===== src/hw/rtl/rse_pkg.sv =====
package rse_pkg;

    // Architectural sizes.
    localparam int XLEN    = 64;
    localparam int NUM_REG = 32;
    localparam int REG_AW  = $clog2(NUM_REG);

    // Program counter value after reset.
    localparam logic [XLEN-1:0] START_PC_RESET = 64'h0000_0000_8000_0000;

    // Register that ebreak reports as the trap value.
    localparam logic [REG_AW-1:0] REG_A0 = 5'd10;

    // Item commands.
    localparam logic CMD_EXEC      = 1'b0;
    localparam logic CMD_LOAD_DATA = 1'b1;

    // Major opcodes.
    localparam logic [6:0] OPC_AUIPC  = 7'h17;
    localparam logic [6:0] OPC_LOAD   = 7'h03;
    localparam logic [6:0] OPC_STORE  = 7'h23;
    localparam logic [6:0] OPC_OPIMM  = 7'h13;
    localparam logic [6:0] OPC_JAL    = 7'h6F;
    localparam logic [6:0] OPC_JALR   = 7'h67;
    localparam logic [6:0] OPC_OPW    = 7'h3B;
    localparam logic [6:0] OPC_OP     = 7'h33;
    localparam logic [6:0] OPC_BRANCH = 7'h63;
    localparam logic [6:0] OPC_OPIMMW = 7'h1B;

    // funct3 and funct7 codes.
    localparam logic [2:0] F3_ADD   = 3'd0;
    localparam logic [2:0] F3_BEQ   = 3'd0;
    localparam logic [2:0] F3_JALR  = 3'd0;
    localparam logic [2:0] F3_BNE   = 3'd1;
    localparam logic [2:0] F3_WORD  = 3'd2;
    localparam logic [2:0] F3_DWORD = 3'd3;
    localparam logic [2:0] F3_SLTIU = 3'd3;
    localparam logic [6:0] F7_ZERO  = 7'h00;
    localparam logic [6:0] F7_SUB   = 7'h20;

    // The one system word that is recognised.
    localparam logic [31:0] EBREAK_WORD = 32'h0010_0073;

    // Memory request codes and sizes.
    localparam logic [1:0] MEM_NONE  = 2'd0;
    localparam logic [1:0] MEM_READ  = 2'd1;
    localparam logic [1:0] MEM_WRITE = 2'd2;
    localparam logic [3:0] BYTES_NONE  = 4'd0;
    localparam logic [3:0] BYTES_WORD  = 4'd4;
    localparam logic [3:0] BYTES_DWORD = 4'd8;

    // Result status codes.
    localparam logic [2:0] ST_EXECUTED  = 3'd0;
    localparam logic [2:0] ST_EBREAK    = 3'd1;
    localparam logic [2:0] ST_INVALID   = 3'd2;
    localparam logic [2:0] ST_LOAD_WAIT = 3'd3;
    localparam logic [2:0] ST_LOAD_DONE = 3'd4;
    localparam logic [2:0] ST_IGNORED   = 3'd5;
    localparam logic [2:0] ST_HALTED    = 3'd6;

    // Architectural state apart from the register file.
    typedef struct packed {
        logic [XLEN-1:0]   pc;
        logic              load_pending;
        logic [REG_AW-1:0] load_dest;
        logic              load_is_word;
        logic              halted;
    } t_arch;

    // Register file write.
    typedef struct packed {
        logic              en;
        logic [REG_AW-1:0] addr;
        logic [XLEN-1:0]   data;
    } t_wb;

    // One result item.
    typedef struct packed {
        logic [XLEN-1:0] instruction_pc;
        logic [XLEN-1:0] next_pc;
        logic [1:0]      mem_request;
        logic [XLEN-1:0] mem_address;
        logic [3:0]      mem_bytes;
        logic [XLEN-1:0] mem_write_data;
        logic [2:0]      status;
        logic [XLEN-1:0] trap_value;
    } t_result;

endpackage


===== src/hw/rtl/rse_regfile.sv =====
module rse_regfile
    import rse_pkg::*;
(
    input  logic              i_clk,
    input  logic              i_rst_n,
    input  logic              i_rd_en,
    input  logic [REG_AW-1:0] i_rd_addr1,
    input  logic [REG_AW-1:0] i_rd_addr2,
    input  t_wb               i_wb,
    output logic [XLEN-1:0]   o_rd_data1,
    output logic [XLEN-1:0]   o_rd_data2,
    output logic [XLEN-1:0]   o_a0
);

    logic [XLEN-1:0]    r_mem [NUM_REG];
    logic [NUM_REG-1:0] r_valid;
    logic [XLEN-1:0]    r_q1;
    logic [XLEN-1:0]    r_q2;
    logic [XLEN-1:0]    r_a0;

    // Storage array; writes to x0 never arrive here.
    always_ff @(posedge i_clk) begin
        if (i_wb.en) begin
            r_mem[i_wb.addr] <= i_wb.data;
        end
    end

    // Valid bits make every entry read as zero until it is first written.
    always_ff @(posedge i_clk) begin
        if (!i_rst_n) begin
            r_valid <= '0;
        end else if (i_wb.en) begin
            r_valid[i_wb.addr] <= 1'b1;
        end
    end

    // Registered read ports, with the write of the same edge passed straight through.
    always_ff @(posedge i_clk) begin
        if (i_rd_en) begin
            if (i_wb.en && i_wb.addr == i_rd_addr1) begin
                r_q1 <= i_wb.data;
            end else if (r_valid[i_rd_addr1]) begin
                r_q1 <= r_mem[i_rd_addr1];
            end else begin
                r_q1 <= '0;
            end
            if (i_wb.en && i_wb.addr == i_rd_addr2) begin
                r_q2 <= i_wb.data;
            end else if (r_valid[i_rd_addr2]) begin
                r_q2 <= r_mem[i_rd_addr2];
            end else begin
                r_q2 <= '0;
            end
        end
    end

    // Copy of a0 for the ebreak trap value.
    always_ff @(posedge i_clk) begin
        if (!i_rst_n) begin
            r_a0 <= '0;
        end else if (i_wb.en && i_wb.addr == REG_A0) begin
            r_a0 <= i_wb.data;
        end
    end

    assign o_rd_data1 = r_q1;
    assign o_rd_data2 = r_q2;
    assign o_a0       = r_a0;

endmodule


===== src/hw/rtl/rse_exec.sv =====
module rse_exec
    import rse_pkg::*;
(
    input  logic            i_cmd,
    input  logic [31:0]     i_instr,
    input  logic [XLEN-1:0] i_ldata,
    input  logic [XLEN-1:0] i_rs1_data,
    input  logic [XLEN-1:0] i_rs2_data,
    input  logic [XLEN-1:0] i_a0,
    input  t_arch           i_arch,
    output t_result         o_res,
    output t_wb             o_wb,
    output t_arch           o_arch_next
);

    logic [6:0]        opc;
    logic [2:0]        f3;
    logic [6:0]        f7;
    logic [REG_AW-1:0] rd;
    logic [XLEN-1:0]   imm_i;
    logic [XLEN-1:0]   imm_s;
    logic [XLEN-1:0]   imm_b;
    logic [XLEN-1:0]   imm_u;
    logic [XLEN-1:0]   imm_j;
    logic [XLEN-1:0]   pc_plus4;
    logic [XLEN-1:0]   sum_ai;
    logic [XLEN-1:0]   sum_ab;
    logic [XLEN-1:0]   diff_ab;
    logic [XLEN-1:0]   npc;
    t_wb               wb;

    // Instruction fields and immediates.
    assign opc   = i_instr[6:0];
    assign f3    = i_instr[14:12];
    assign f7    = i_instr[31:25];
    assign rd    = i_instr[11:7];
    assign imm_i = {{52{i_instr[31]}}, i_instr[31:20]};
    assign imm_s = {{52{i_instr[31]}}, i_instr[31:25], i_instr[11:7]};
    assign imm_b = {{51{i_instr[31]}}, i_instr[31], i_instr[7], i_instr[30:25],
                    i_instr[11:8], 1'b0};
    assign imm_u = {{32{i_instr[31]}}, i_instr[31:12], 12'b0};
    assign imm_j = {{43{i_instr[31]}}, i_instr[31], i_instr[19:12], i_instr[20],
                    i_instr[30:21], 1'b0};

    // Adders; pc_plus4 and sum_ai are shared between instruction forms.
    assign pc_plus4 = i_arch.pc + XLEN'(4);
    assign sum_ai   = i_rs1_data + imm_i;
    assign sum_ab   = i_rs1_data + i_rs2_data;
    assign diff_ab  = i_rs1_data - i_rs2_data;

    // Decode and execute; the instruction forms are tried in a fixed order.
    always_comb begin
        o_res                = '0;
        o_res.instruction_pc = i_arch.pc;
        o_arch_next          = i_arch;
        wb                   = '0;
        wb.addr              = rd;
        npc                  = i_arch.pc;

        if (i_arch.halted) begin
            o_res.status = ST_HALTED;
        end else if (i_cmd == CMD_LOAD_DATA) begin
            if (!i_arch.load_pending) begin
                o_res.status = ST_IGNORED;
            end else begin
                wb.en   = 1'b1;
                wb.addr = i_arch.load_dest;
                wb.data = i_arch.load_is_word ? {{32{i_ldata[31]}}, i_ldata[31:0]} : i_ldata;
                o_arch_next.load_pending = 1'b0;
                o_res.instruction_pc     = i_arch.pc - XLEN'(4);
                o_res.status             = ST_LOAD_DONE;
            end
        end else if (i_arch.load_pending) begin
            o_res.status = ST_IGNORED;
        end else begin
            npc          = pc_plus4;
            o_res.status = ST_EXECUTED;
            priority if (opc == OPC_AUIPC) begin
                wb.en   = 1'b1;
                wb.data = i_arch.pc + imm_u;
            end else if (opc == OPC_LOAD && (f3 == F3_DWORD || f3 == F3_WORD)) begin
                o_arch_next.load_pending = 1'b1;
                o_arch_next.load_dest    = rd;
                o_arch_next.load_is_word = (f3 == F3_WORD);
                o_res.mem_request        = MEM_READ;
                o_res.mem_address        = sum_ai;
                o_res.mem_bytes          = (f3 == F3_WORD) ? BYTES_WORD : BYTES_DWORD;
                o_res.status             = ST_LOAD_WAIT;
            end else if (opc == OPC_STORE && f3 == F3_DWORD) begin
                o_res.mem_request    = MEM_WRITE;
                o_res.mem_address    = i_rs1_data + imm_s;
                o_res.mem_bytes      = BYTES_DWORD;
                o_res.mem_write_data = i_rs2_data;
            end else if (opc == OPC_OPIMM && f3 == F3_ADD) begin
                wb.en   = 1'b1;
                wb.data = sum_ai;
            end else if (opc == OPC_JAL) begin
                wb.en   = 1'b1;
                wb.data = pc_plus4;
                npc     = i_arch.pc + imm_j;
            end else if (opc == OPC_JALR && f3 == F3_JALR) begin
                wb.en   = 1'b1;
                wb.data = pc_plus4;
                npc     = {sum_ai[XLEN-1:1], 1'b0};
            end else if (opc == OPC_OPW && f3 == F3_ADD && f7 == F7_ZERO) begin
                wb.en   = 1'b1;
                wb.data = {{32{sum_ab[31]}}, sum_ab[31:0]};
            end else if (opc == OPC_OP && f3 == F3_ADD && f7 == F7_SUB) begin
                wb.en   = 1'b1;
                wb.data = diff_ab;
            end else if (opc == OPC_OPIMM && f3 == F3_SLTIU) begin
                wb.en   = 1'b1;
                wb.data = {{(XLEN-1){1'b0}}, (i_rs1_data < imm_i)};
            end else if (opc == OPC_BRANCH && f3 == F3_BNE) begin
                if (i_rs1_data != i_rs2_data) begin
                    npc = i_arch.pc + imm_b;
                end
            end else if (opc == OPC_BRANCH && f3 == F3_BEQ) begin
                if (i_rs1_data == i_rs2_data) begin
                    npc = i_arch.pc + imm_b;
                end
            end else if (opc == OPC_OPIMMW && f3 == F3_ADD) begin
                wb.en   = 1'b1;
                wb.data = {{32{sum_ai[31]}}, sum_ai[31:0]};
            end else if (i_instr == EBREAK_WORD) begin
                o_res.trap_value   = i_a0;
                o_arch_next.halted = 1'b1;
                o_res.status       = ST_EBREAK;
            end else begin
                o_arch_next.halted = 1'b1;
                o_res.status       = ST_INVALID;
            end
            o_arch_next.pc = npc;
        end

        // x0 is never written.
        if (wb.addr == '0) begin
            wb.en = 1'b0;
        end
        o_res.next_pc = npc;
        o_wb          = wb;
    end

endmodule


===== src/hw/rtl/rv64_subset_instruction_executor.sv =====
// Channel   Direction  Handshake                 Payload
// in        input      i_in_valid / o_in_stall   i_command, i_instruction, i_load_data
// out       output     o_out_valid / i_out_stall o_instruction_pc ... o_trap_value
// cfg       input      i_cfg_we                  i_cfg_wdata (start_pc)
//
// The accepting edge loads the instruction register and reads the register file into
// the operand registers; the item then executes into the result register, which
// presents the result, once that register is free.
// A new item is accepted in every cycle unless the output stalls; the register file
// read port and the single execute stage set that rate, bypassing a same-edge write.
// Reset is synchronous and clears the register file valid bits, the load and halt
// flags and both stages, and loads the pc with 0x80000000.
// A stall on the output holds the result register, then the execute stage, then the input.
module rv64_subset_instruction_executor
    import rse_pkg::*;
(
    input  logic            i_clk,
    input  logic            i_rst_n,
    input  logic            i_in_valid,
    output logic            o_in_stall,
    input  logic            i_command,
    input  logic [31:0]     i_instruction,
    input  logic [XLEN-1:0] i_load_data,
    output logic            o_out_valid,
    input  logic            i_out_stall,
    output logic [XLEN-1:0] o_instruction_pc,
    output logic [XLEN-1:0] o_next_pc,
    output logic [1:0]      o_mem_request,
    output logic [XLEN-1:0] o_mem_address,
    output logic [3:0]      o_mem_bytes,
    output logic [XLEN-1:0] o_mem_write_data,
    output logic [2:0]      o_status,
    output logic [XLEN-1:0] o_trap_value,
    input  logic            i_cfg_we,
    input  logic [XLEN-1:0] i_cfg_wdata
);

    logic            r_e_valid;
    logic            r_e_cmd;
    logic [31:0]     r_e_instr;
    logic [XLEN-1:0] r_e_ldata;
    logic            r_o_valid;
    t_result         r_out;
    t_arch           r_arch;
    logic [XLEN-1:0] r_start_pc;
    t_arch           n_arch;
    t_result         res;
    t_wb             wb;
    t_wb             wb_commit;
    logic            in_accept;
    logic            e_advance;
    logic [XLEN-1:0] rs1_data;
    logic [XLEN-1:0] rs2_data;
    logic [XLEN-1:0] a0_data;

    // Handshake: the execute stage moves on whenever the result register is free.
    assign e_advance  = r_e_valid && (!r_o_valid || !i_out_stall);
    assign o_in_stall = r_e_valid && !e_advance;
    assign in_accept  = i_in_valid && !o_in_stall;

    // Boot address register.
    always_ff @(posedge i_clk) begin
        if (!i_rst_n) begin
            r_start_pc <= START_PC_RESET;
        end else if (i_cfg_we) begin
            r_start_pc <= i_cfg_wdata;
        end
    end

    // Input stage.
    always_ff @(posedge i_clk) begin
        if (!i_rst_n) begin
            r_e_valid <= 1'b0;
        end else if (in_accept) begin
            r_e_valid <= 1'b1;
        end else if (e_advance) begin
            r_e_valid <= 1'b0;
        end
    end

    always_ff @(posedge i_clk) begin
        if (in_accept) begin
            r_e_cmd   <= i_command;
            r_e_instr <= i_instruction;
            r_e_ldata <= i_load_data;
        end
    end

    // Register file, read as the item is accepted.
    assign wb_commit = '{en: wb.en && e_advance, addr: wb.addr, data: wb.data};

    rse_regfile u_regfile (
        .i_clk      (i_clk),
        .i_rst_n    (i_rst_n),
        .i_rd_en    (in_accept),
        .i_rd_addr1 (i_instruction[19:15]),
        .i_rd_addr2 (i_instruction[24:20]),
        .i_wb       (wb_commit),
        .o_rd_data1 (rs1_data),
        .o_rd_data2 (rs2_data),
        .o_a0       (a0_data)
    );

    // Execute.
    rse_exec u_exec (
        .i_cmd       (r_e_cmd),
        .i_instr     (r_e_instr),
        .i_ldata     (r_e_ldata),
        .i_rs1_data  (rs1_data),
        .i_rs2_data  (rs2_data),
        .i_a0        (a0_data),
        .i_arch      (r_arch),
        .o_res       (res),
        .o_wb        (wb),
        .o_arch_next (n_arch)
    );

    // Architectural state commits as the item leaves the execute stage.
    always_ff @(posedge i_clk) begin
        if (!i_rst_n) begin
            r_arch.pc           <= START_PC_RESET;
            r_arch.load_pending <= 1'b0;
            r_arch.load_dest    <= '0;
            r_arch.load_is_word <= 1'b0;
            r_arch.halted       <= 1'b0;
        end else if (e_advance) begin
            r_arch <= n_arch;
        end
    end

    // Result register.
    always_ff @(posedge i_clk) begin
        if (!i_rst_n) begin
            r_o_valid <= 1'b0;
        end else if (e_advance) begin
            r_o_valid <= 1'b1;
        end else if (!i_out_stall) begin
            r_o_valid <= 1'b0;
        end
    end

    always_ff @(posedge i_clk) begin
        if (e_advance) begin
            r_out <= res;
        end
    end

    assign o_out_valid      = r_o_valid;
    assign o_instruction_pc = r_out.instruction_pc;
    assign o_next_pc        = r_out.next_pc;
    assign o_mem_request    = r_out.mem_request;
    assign o_mem_address    = r_out.mem_address;
    assign o_mem_bytes      = r_out.mem_bytes;
    assign o_mem_write_data = r_out.mem_write_data;
    assign o_status         = r_out.status;
    assign o_trap_value     = r_out.trap_value;

`ifndef NO_ASSERTIONS
    // A pending load and a halt exclude each other.
    a_pending_not_halted: assert property (@(posedge i_clk) disable iff (!i_rst_n)
        !(r_arch.load_pending && r_arch.halted))
        else $error("load pending while halted");

    // The register file never sees a write to x0.
    a_no_x0_write: assert property (@(posedge i_clk) disable iff (!i_rst_n)
        wb_commit.en |-> wb_commit.addr != '0)
        else $error("write to x0 reached the register file");

    // An issued load leaves the core waiting for its data.
    a_load_sets_pending: assert property (@(posedge i_clk) disable iff (!i_rst_n)
        (e_advance && res.status == ST_LOAD_WAIT) |=> r_arch.load_pending)
        else $error("load issued without pending flag");

    // The pc leaves reset at the boot address.
    a_reset_pc: assert property (@(posedge i_clk)
        !i_rst_n |=> r_arch.pc == r_start_pc)
        else $error("pc not at boot address after reset");
`endif

endmodule

===== config.mk =====
export PLATFORM = sky130hd
export DESIGN_NAME = rv64_subset_instruction_executor
export DESIGN_NICKNAME = d
export VERILOG_FILES = /design/src/hw/rtl/rse_pkg.sv /design/src/hw/rtl/rse_regfile.sv /design/src/hw/rtl/rse_exec.sv /design/src/hw/rtl/rv64_subset_instruction_executor.sv
export SDC_FILE = /design/constraint.sdc
export NUM_CORES = 2
export LEC_CHECK = 0
export BUFFER_PORTS_ARGS = -buffer_cell sky130_fd_sc_hd__clkbuf_2
export CAP_MARGIN = 10
export CORE_UTILIZATION = 30
export DETAILED_ROUTE_END_ITERATION = 7
export GPL_TIMING_DRIVEN = 0
export PLACE_DENSITY = 0.46
export SYNTH_ARGS = -nofsm -noshare
export SYNTH_HDL_FRONTEND = slang
export SYNTH_SLANG_ARGS = --single-unit

===== constraint.sdc =====
create_clock -name i_clk -period 15.68 [get_ports i_clk]
set_input_delay 4.704 -clock i_clk [delete_from_list [all_inputs] [get_ports i_clk]]
set_output_delay 4.704 -clock i_clk [all_outputs]
set_load 0.01 [all_outputs]

==> impl_metrics.py <==
metrics = {
    "power": {
        "p_leak_nw": 58.4,
        "ir_drop_mv": 0.0909,
        "p_per_area_mw_per_mm2": 105,
    },
    "setup_path": {
        "crit_fanout": 3,
        "rr_worst_depth": 18,
        "max_stage_delay_ns": 0.25,
        "r2r-start": "r_e_instr[31]",
        "path_common_cell": "clkbuf_2",
        "path_class": "input port to output pin",
        "r2r_slack_ns": 6.72,
        "start_kind": "input port",
        "cp.required_ns": 10.98,
        "cp-end-kind": "output pin",
        "timing.rr.end": "u_regfile.r_mem[14][17]",
        "worstPathCellList": "clkbuf_2 > and3_1 > clkbuf_2",
        "cp_slowest_cell": "and3_1",
        "arrival_ns": 5.22,
    },
    "floorplanning": {
        "die_h_um": 705,
        "num_rows": 257,
        "start_util_pct": 30.2,
        "dieArea_mm2": 0.497,
        "io_pins": 497,
        "dieWidth_um": 705,
        "core_area_mm2": 0.491,
    },
    "finish": {
        "drive_gt1_share_pct": 25.1,
        "nNetsFinal": 12100,
        "fill_cells": 47100,
        "final_util_pct": 36.0,
        "syn2layout_area_growth_pct": 19.3,
    },
    "detailed_routing": {
        "vias": 112000,
        "drt-initial-drc-count": 14500,
        "vias_per_cell": 6.09,
        "drtPass1Iterations": 6,
        "routedWlPerCell_um": 44.6,
        "routed_wl_um": 819000,
        "drcViolationCount": 0,
        "ant_nets": 0,
    },
    "clock_network": {
        "cts_tree": "yes",
        "cts_root_buf": "clkbuf_16",
        "clk_path_buf_depth": 4,
        "clkTransAtPathRegs_ns": 0.06,
        "cts.sinks": 2770,
        "cts-resized-gates": 0,
        "cts_max_level": 5,
        "clock_latency_ns": 1.02,
        "post_cts_buffers": 0,
        "hold_buffers": 0,
        "cts_buffers": 329,
    },
    "timing": {
        "fmax_ghz": 0.101,
        "grt_setup_unrepaired": "false",
        "setup_viol": 0,
        "clock_skew_ns": 0.0708,
        "slew_headroom_pct": -2.84,
        "slew_violations": 16,
        "period_needed_ns": 9.92,
        "hold-worst-slack_ns": 0.455,
        "period_share_pct": 63.3,
        "hold_viol": 0,
        "worst_pin_slew_ns": 1.54,
    },
    "synthesis": {
        "ys_types": 107,
        "syn_area_per_cell_um2": 14.3,
        "netlist_instances": 10400,
        "synthesis.area_mm2": 0.148,
        "yosysWarnings": 0,
        "synthArstFlopShare_pct": 0,
        "synth_seq_cells": 2770,
        "synth_flop_cell": "edfxtp_1",
        "synth_seq_area_share_pct": 54.9,
        "synth_edf_count": 2600,
    },
    "flow_run": {
        "max_cap_viol_count": 2,
    },
    "global_routing": {
        "antenna_found_initial": 102,
        "grtUsageTotal_pct": 32.0,
        "grt_pass1_wl_um": 1060000,
        "grt_max_degree": 132,
        "gr-total-overflow": 0,
        "grt_pass1_vias": 110000,
    },
    "hold_path": {
        "hold_path_depth": 2,
        "hold_start": "u_regfile.o_a0[37]",
        "hold_end": "u_regfile.o_a0[37]",
        "min_path_type": "register to register",
    },
    "placement": {
        "place_congestion": 1.07,
        "numPortBuffers": 429,
        "dp_hpwl_um": 648000,
    },
    "outcome": {
        "outcome": "finished, violations left",
        "violations": "max-capacitance violations, max-slew violations",
    },
}
routing by layer:
metal	track usage (%)	vias to the layer above	share of wire [%]
met1	39.0	59300	37
li1	-	44500	-
met3	6.58	1631	8.1
met5	0	-	0.024
met2	51.1	6511	46
met4	22.2	26	8.4
registers in the layout (all words and copies together) (netlist names):
signal,count
o_next_pc,64
o_mem_address,64
r_e_instr,32
r_e_valid,1
u_regfile.o_rd_data2,64
o_mem_request,2
o_status,3
o_trap_value,64
o_mem_bytes,2
o_mem_write_data,64
u_regfile.o_a0,64
r_arch,72
r_e_cmd,1
o_instruction_pc,64
u_regfile.o_rd_data1,64
u_regfile.r_mem,2048
u_regfile.r_valid,32
r_e_ldata,64
o_out_valid,1
cells in the mapped netlist (16+ instances only):
library cell	n	area (um2)
dfxtp_1	170	3400
a221oi_1	70	613
o22a_1	23	201
nor2b_1	44	275
a211o_1	20	175
nor2_1	671	2520
a21o_1	97	728
o21ai_0	554	2770
xnor2_1	231	2020
or3_1	132	826
inv_1	230	863
or4_1	22	165
nor4_1	109	682
buf_1	132	495
a31oi_1	53	332
mux4_2	1300	29300
o22ai_1	71	444
o221ai_1	44	385
edfxtp_1	2600	78100
o21a_1	64	480
nand4_1	103	644
clkbuf_1	564	2120
and2_1	35	219
nand3_1	163	816
a21oi_1	655	3280
buf_2	66	330
nand2_1	556	2090
a22oi_1	39	293
ha_1	314	3930
a221o_1	28	280
mux2i_1	148	1480
o21bai_1	51	383
xor2_1	123	1080
or2_2	23	144
mux2_2	16	180
and3_1	107	669
nand2b_1	43	269
nor3_1	136	681
a21boi_0	21	158
a211oi_1	91	683
o211ai_1	51	383
o21ai_1	20	100
o31ai_1	93	698
power by group:
part	switching, mW	leakage (nW)	internal [mW]
Clock	3.36	5.21	4.42
Sequential	0.114	25.3	8.15
Combinational	1.75	27.9	0.729
critical path: cells and delay by family:
| family | cells | cell delay, ns |
|---|---|---|
| buffers and inverters | 2 | 0.26 |
| AND/OR/NAND/NOR | 1 | 0.25 |
layout by cell type (no fill, tap or decap), drive strengths merged, types with 153 or more instances in the layout:
cell	count
a21oi	656
buf	582
clkbuf	1393
clkinv	153
dfxtp	170
edfxtp	2600
ha	314
inv	243
mux4	1300
nand2	556
nand3	163
nor2	676
o21ai	577
xnor2	231
cell type report:
type                            count  area (um2)  share of cell area [%]
Antenna cell                       66         165                  0.0933
Buffer                            775        3120                    1.76
Clock buffer                      396        8650                    4.89
Clock inverter                    196        2050                    1.16
Inverter                          235         890                   0.502
Multi-Input combinational cell   6658       64100                    36.2
Sequential cell                  2770       81500                    46.0
Tap cell                         6475        8100                    4.58
Timing Repair Buffer              804        8510                    4.81
kinds of logic after synthesis:
group,synth area share (%)
fa+ha+maj,2.74
other cells,0.00253
compound gates,9.63
xor+xnor,2.09
flops,54.9
mux,20.8
simple gates,7.14
buf+inv,2.64
worst max path at each step:
stage                           start                       end  slack [ns]  cells past startpoint
floorplan                 i_out_stall                   r_e_cmd        0.01                      2
detailed placement  i_instruction[21]  u_regfile.o_rd_data2[18]        5.06                     10
finish                    i_out_stall                o_in_stall        5.76                      3
CTS                       i_out_stall                o_in_stall        5.76                      3
global route              i_out_stall                o_in_stall        5.75                      3
global placement          i_out_stall  u_regfile.o_rd_data2[38]       -5.88                      3
stage by stage:
step / setup TNS, ns / setup slack (ns) / total power, mW / cell area [um2] / instances
floorplan: 0 / 0.0143 / 9.52 / 149000 / 10400
global placement: -1719.87 / -5.88 / 10.7 / 159000 / 17300
detailed placement: 0 / 5.06 / 10.8 / 166000 / 17700
CTS: 0 / 5.76 / 18.5 / 176000 / 18300
global route: 0 / 5.75 / 18.9 / 177000 / 18300
finish: 0 / 5.76 / 18.5 / 177000 / 18400
Power figures use the tool's default switching activity.
